===== config.mk =====
export PLATFORM = sky130hd
export DESIGN_NAME = jprt_div
export DESIGN_NICKNAME = d
export VERILOG_FILES = /design/src/rtl/jprt_pkg.sv /design/src/rtl/jprt_div.sv
export SDC_FILE = /design/constraint.sdc
export NUM_CORES = 1
export LEC_CHECK = 0
export BUFFER_PORTS_ARGS = -buffer_cell sky130_fd_sc_hd__buf_2
export CORE_AREA = 5 5 146 182
export DETAILED_ROUTE_END_ITERATION = 10
export DIE_AREA = 0 0 151 187
export PLACE_DENSITY = 0.52
export SLEW_MARGIN = 20
export SYNTH_ARGS = -nofsm -noshare
export SYNTH_HDL_FRONTEND = slang
export SYNTH_SLANG_ARGS = --single-unit

===== constraint.sdc =====
create_clock -name clk -period 9.9 [get_ports clk]
set_input_delay 0.99 -clock clk [delete_from_list [all_inputs] [get_ports clk]]
set_output_delay 0.99 -clock clk [all_outputs]
set_load 0.1 [all_outputs]

===== src/rtl/jprt_pkg.sv =====
// Shared constants and helpers for the Jacobi rotation tangent block.
package jprt_pkg;

  localparam int DATA_WIDTH = 32;
  localparam int SUM_W      = 64;
  // shared multiplier operand width: doubled gradient magnitude or a closing value
  localparam int MUL_W      = (DATA_WIDTH + 1 > 33) ? DATA_WIDTH + 1 : 33;
  localparam int PROD_W     = 2 * MUL_W;
  localparam int NORM_BIT   = 29;
  localparam int FRAC_BITS  = 30;
  localparam int DEN_W      = 34;
  localparam int RES_W      = 32;

  localparam logic signed [SUM_W-1:0] SUM_LIM = {1'b0, {(SUM_W-1){1'b1}}};

  function automatic logic [DATA_WIDTH-1:0] mag_of(input logic [DATA_WIDTH-1:0] v);
    return v[DATA_WIDTH-1] ? (~v + 1'b1) : v;
  endfunction

  // clamp a product magnitude to SUM_LIM
  function automatic logic [SUM_W-1:0] clamp_prod(input logic [PROD_W-1:0] p);
    logic [SUM_W-1:0] r;
    r = (|p[PROD_W-1:SUM_W-1]) ? SUM_LIM : p[SUM_W-1:0];
    return r;
  endfunction

  function automatic logic signed [SUM_W-1:0] sat_add(input logic signed [SUM_W-1:0] acc,
                                                      input logic [SUM_W-1:0] mag,
                                                      input logic neg);
    logic signed [SUM_W+1:0] a;
    logic signed [SUM_W+1:0] m;
    logic signed [SUM_W+1:0] s;
    logic signed [SUM_W-1:0] r;
    a = {{2{acc[SUM_W-1]}}, acc};
    m = $signed({2'b00, mag});
    s = neg ? (a - m) : (a + m);
    if (s >= $signed({2'b00, SUM_LIM})) begin
      r = SUM_LIM;
    end else if (s <= -$signed({2'b00, SUM_LIM})) begin
      r = -SUM_LIM;
    end else begin
      r = s[SUM_W-1:0];
    end
    return r;
  endfunction

endpackage


===== src/rtl/jprt_div.sv =====
// Restoring divider, one quotient bit per cycle.
module jprt_div (
  input  logic                          clk,
  input  logic                          rst_n,
  input  logic                          start,
  input  logic [jprt_pkg::SUM_W-1:0]    num,
  input  logic [jprt_pkg::DEN_W-1:0]    den,
  output logic                          done,
  output logic [jprt_pkg::RES_W-1:0]    quot
);

  logic                         busy_r;
  logic                         done_r;
  logic [5:0]                   cnt_r;
  logic [jprt_pkg::SUM_W-1:0]   num_r;
  logic [jprt_pkg::DEN_W-1:0]   rem_r;
  logic [jprt_pkg::DEN_W-1:0]   den_r;
  logic [jprt_pkg::DEN_W:0]     trial;
  logic [jprt_pkg::DEN_W:0]     diff;
  logic                         fits;

  assign trial = {rem_r, num_r[jprt_pkg::SUM_W-1]};
  assign diff  = trial - {1'b0, den_r};
  assign fits  = trial >= {1'b0, den_r};

  always_ff @(posedge clk) begin
    if (!rst_n) begin
      busy_r <= 1'b0;
      done_r <= 1'b0;
      cnt_r  <= '0;
    end else begin
      done_r <= 1'b0;
      if (start) begin
        busy_r <= 1'b1;
        cnt_r  <= '0;
        num_r  <= num;
        den_r  <= den;
        rem_r  <= '0;
      end else if (busy_r) begin
        rem_r <= fits ? diff[jprt_pkg::DEN_W-1:0]
                      : trial[jprt_pkg::DEN_W-1:0];
        num_r <= {num_r[jprt_pkg::SUM_W-2:0], fits};
        cnt_r <= cnt_r + 6'd1;
        if (cnt_r == 6'd63) begin
          busy_r <= 1'b0;
          done_r <= 1'b1;
        end
      end
    end
  end

  assign done = done_r;
  assign quot = num_r[jprt_pkg::RES_W-1:0];

endmodule


# After elaboration in Yosys (flattened, before gate mapping)

Index checks and enable logic that the tools add are counted.

Flip-flop bits (word level): 140
Input bits: 101
Output and inout port bits: 33
Logic and storage cells: 25

$add $sub $neg: 2
Order comparisons: 1
Eq/ne operators: 1
Multiplexer cells: 8
Bitwise operators: 2
Reduce and logical (&&, ||, !) cells: 5

Operators with widths:

| kind                                         | count |
|---|---|
| 2-to-1 mux 64 bit                            | 2 |
| 2-to-1 mux 34 bit                            | 2 |
| greater-or-equal comparator 35 x 34 -> 1 bit | 1 |
| subtractor 34 bit                            | 1 |
| adder 6 x 1 -> 6 bit (second input constant) | 1 |
| == test 6 bit (second input constant)        | 1 |
| 2-to-1 mux 1 bit                             | 4 |
| AND reduction 2 bit                          | 2 |
| OR reduction 3 bit                           | 1 |
| NOT 1 bit                                    | 2 |
| nonzero test 2 bit                           | 1 |
| OR reduction 2 bit                           | 1 |

# Longest topological paths before layout

Depth in word-level cells: 4
Gate-level depth with buffers: 13
Depth with buffers taken out: 13

# Worst setup path before layout

No wires, ideal clock.

Path kind: input-to-reg
From: input port start
To: register num_r[0] in the netlist's numbering, enable pin
Library setup time: 465 ps
Data arrival time: 3692 ps
Data required time: 9435 ps
Slack: 5742 ps
Stages on the path: 3
Buffers on the path: 2
Cell sequence: clkbuf_1 > clkbuf_1 > o21a_1

Cells in the longest elaborated chain, start to end: 2

Ends and longest elaborated chain:

| item                          | RTL line       | source |
|---|---|---|
| start, declared               | jprt_div.sv:5  | `input logic start,` |
| nonzero test 2 bit (no line)  | --             |  |
| AND reduction 2 bit (no line) | --             |  |
| end signal, assigned          | jprt_div.sv:36 | `num_r <= num;` |
| end signal, assigned          | jprt_div.sv:42 | `num_r <= {num_r[jprt_pkg::SUM_W-2:0], fits};` |
| end, declared                 | jprt_div.sv:15 | `logic [jprt_pkg::SUM_W-1:0] num_r;` |

No other way between the ends.
A chain may end at the register's enable or synchronous reset.

# Worst setup path in the final report

From: register num_r[63] in the netlist's numbering
To: register rem_r[30] in the netlist's numbering (data pin)

Cells in the longest elaborated chain, start to end: 3
Elaborated cells between the ends (all ways): 4
Those cells by class: add/sub (1); order compare (1); mux (2)

Ends and longest elaborated chain:

| item                                                                                     | RTL line                       | source |
|---|---|---|
| subtractor 34 bit / greater-or-equal comparator 35 x 34 -> 1 bit (equally long branches) | jprt_div.sv:23, jprt_div.sv:24 |  |
| 2-to-1 mux 34 bit *                                                                      | jprt_div.sv:40                 | `rem_r <= fits ? diff[jprt_pkg::DEN_W-1:0]` |
| 2-to-1 mux 34 bit *                                                                      | jprt_div.sv:39                 | `end else if (busy_r) begin` |
| end signal, assigned                                                                     | jprt_div.sv:40                 |  |
| end, declared                                                                            | jprt_div.sv:16                 | `logic [jprt_pkg::DEN_W-1:0] rem_r;` |

Mark *: on every way between the ends. The rest lies on a longest branch, timed or not. The select of a mux whose other input is x is not followed.

==> summary by stage <==
Outcome
The run finished with clean final reports.

Power
For this design the ratio of total power to cell area is 197 nW/um^2. Summed over all cells, the static leakage comes to 3.68 nW. The total power is 1.84 mW. The worst-case IR drop observed on VDD is 0.117 mV.

Job
The count of maximum capacitance violations is 0.

Timing
Setup violations remaining at the end of the flow were counted as 0. Between clock sinks in the finished design, the worst skew comes to 0.0131 ns. The max-slew violation count is 0. The number of hold violations in the final report is 0. The final cycle utilization of the critical path is 36.2%. Counting I/O delays and the setup requirement, the final critical path takes 3.59 ns. Setup repair after global routing left no endpoint under its margin. The slew at the pin with the worst max-slew slack is 0.965 ns. The setup TNS after final layout is 0 ns. The achievable clock frequency is 0.279 GHz. Headroom to the max-slew limit came out at 35.7%.

Global route
The first global-routing pass estimated 29800 um of wire. The via count of the first global-routing pass is 5792. In the global route stage, overall resource usage came out at 13.3%. The number of antenna violations at the first check in global routing is 4.

The global route total overflow is 0. The largest net degree at the start of global routing is 73.

Cells and area
The final core utilization is 38.1%. The library cells used most frequently in the layout, excluding fill and tap cells, are 132 x edfxtp_1, 132 x buf_2, 64 x mux2_2, 58 x nor2_1, 45 x a21oi_1. The share of layout cells above drive strength 1 is 32.7%. The relative area change from synthesis to final layout is 16.8%.

The count of fill cells added during filler insertion is 2456. The net count of the finished layout is 913.

Critical path
The data required time of the worst path is 10.04 ns. The category of the most critical setup path is reg2reg. The critical path goes through inv_1 -> ha_1 -> inv_1 -> fa_1 -> a211oi_1 -> o21ai_0 -> nand3_1 -> nand2_1 -> a211oi_1 -> nor3_1 -> or3_1 -> nand3_1 -> a21oi_1.

The nature of the critical path startpoint is a flop. The register-to-register setup slack is 6.31 ns. Among all stages on the critical path, the largest delay is contributed by a211oi_1. The kind of capture point of the worst setup path is a flop.

On the worst path, the slowest cell contributes a delay of 0.73 ns. The data arrival time of the worst path is 3.72 ns. In this run the worst path has a maximum fanout of 5.

Yosys
Synthesis inferred 140 register bits. Synthesis produced a netlist whose cell count is 681. Synthesis produced a netlist with a net count of 818. Among all flip-flop cells after synthesis, the most frequent one is edfxtp_1.

After synthesis, the largest area contributor takes up 49.6% of total cell area. Counting flops with a built-in enable in the synthesized netlist gives 132. In the post-synthesis netlist, the biggest area contributors are edfxtp_1 50%, mux2_2 9.0%, ha_1 5.5%.

For this run, the number of Yosys warnings is 0. The post-synthesis cell type count is 58. A synthesized cell averages 11.7 sq um. The most area-hungry cell type in the Yosys netlist is edfxtp_1.

The sequential share of the synthesized area is 51.7%. The cell area that synthesis handed to floorplanning was 7980 sq um. The fraction of registers with async set/reset is 0%.

Clocking
The root buffer selected by CTS is clkbuf_16. The CTS sink count is 140. The maximum level of the CTS H-tree is 4. The number of post-CTS setup repair buffers is 0. The number of buffers inserted during clock tree synthesis is 17. At the later pin of the worst-skew pair, clock insertion delay measures 0.43 ns. After clock tree synthesis, the flow added hold-fix buffers numbering 0.

After clock tree synthesis, the clock-pin slew on the worst setup and hold paths is 0.07 ns. The maximum count of clock buffers along a single path is 2. TritonCTS built the clock tree. The post-CTS resize count is 0.

Route
The number of nets with antenna violations after routing is 0. The DRC violation count after routing is 0. The final wirelength is 18300 um. The post-detailed-route wirelength per cell is 16.3 um. The total via count after detailed routing is 5397. The via density per instance is 4.82. The pre-antenna-repair detailed-routing pass consisted of 4 iterations. The DRC marker count from the first detailed-route iteration is 241.

Placement
At the end of routability-driven placement, the weighted congestion stood at 0.807. Detailed placement finished with a half-perimeter wire length of 12900 um. The count of buffers from port buffering is 133.

Die
The die covers 28200 sq um. The die is 187 um tall. The number of rows created at floorplan is 64. From left edge to right edge, the die measures 151 um. For this configuration, the core starts out at a cell density of 32.6%. After floorplanning, the core was sized to cover 24500 sq um. 134 I/O pins were placed.

Min path
The min-delay analysis places its worst path in the category reg2reg.
-- routing by layer --
layer	wire [um]	GRT usage [%]
met1	7890	16.2
met4	204	4.12
met5	27	0
met3	1360	4.70
met2	8770	21.8
-- cell type report --
class	instances	area, sq um	share of cell area, %
flip-flops and latches	140	4120	44.2
diodes	2	5.00	0.0537
well taps	330	413	4.43
clock buffers	17	425	4.56
multi-input cells	438	3330	35.7
repair buffers	135	683	7.32
inverters	44	165	1.77
clock inverters	14	183	1.96
-- sequential cells by signal, summed over array words and instances, names as in the netlist --
name and count:
cnt_r 6, rem_r 34, done 1, busy_r 1
num_r 64, den_r 34
-- synthesized netlist by cell type (all sizes together) (4+ instances only) --
library cell	number
edfxtp	132
mux2	64
nor2	59
a21oi	47
inv	44
buf	38
nand2	36
ha	35
o21ai	25
xnor2	22
clkbuf	21
nand3	20
a211oi	19
mux2i	16
a21o	14
nand4	11
dfxtp	8
xor2	8
nor3	6
o21bai	6
nand2b	4
nor2b	4
o211ai	4
o21a	4
-- through the flow --
stage / std cells / setup slack, ns / hold WS, ns / area, sq um
4_1_cts: 1118 / 6.29 / 0.506 / 9320
3_3_place_gp: 1087 / 6.34 / 0.478 / 8710
3_5_place_dp: 1087 / 6.29 / 0.496 / 8710
6_report: 1120 / 6.31 / 0.507 / 9330
5_1_grt: 1119 / 5.92 / 0.544 / 9320
2_1_floorplan: 681 / 5.74 / 0.458 / 7980
-- cell families after synthesis --
kind of cell               Yosys count  synth area share [%]
and+or+nand+nor                    154                  9.07
DFF                                140                  51.7
AOI/OAI and AO/OA                  138                  12.4
buffers and inverters              103                  6.77
muxes                               80                  11.0
adders and majority gates           36                  5.74
xor gates and xnor gates            30                  3.29
-- critical path: cells and delay by family (launching register included) --
family,cells,cell delay (ns)
AOI/OAI and AO/OA,4,1.35
buffers and inverters,2,0.13
adders and majority gates,2,0.61
DFF,1,0.38
and+or+nand+nor,5,0.85
-- worst paths after layout --
check,from,endpoint,cells past startpoint
setup / recovery,num_r[63],rem_r[30],13
hold / removal,cnt_r[5],cnt_r[5],2
setup reg to reg,num_r[63],rem_r[30],13
hold reg to reg,cnt_r[5],cnt_r[5],2
-- report_power, final --
| group | total (mW) | internal, mW | switching, mW |
|---|---|---|---|
| logic | 0.434 | 0.162 | 0.272 |
| clock network | 0.681 | 0.402 | 0.279 |
| registers | 0.727 | 0.707 | 0.0196 |
Note: power is estimated with default switching activity, not from simulation.
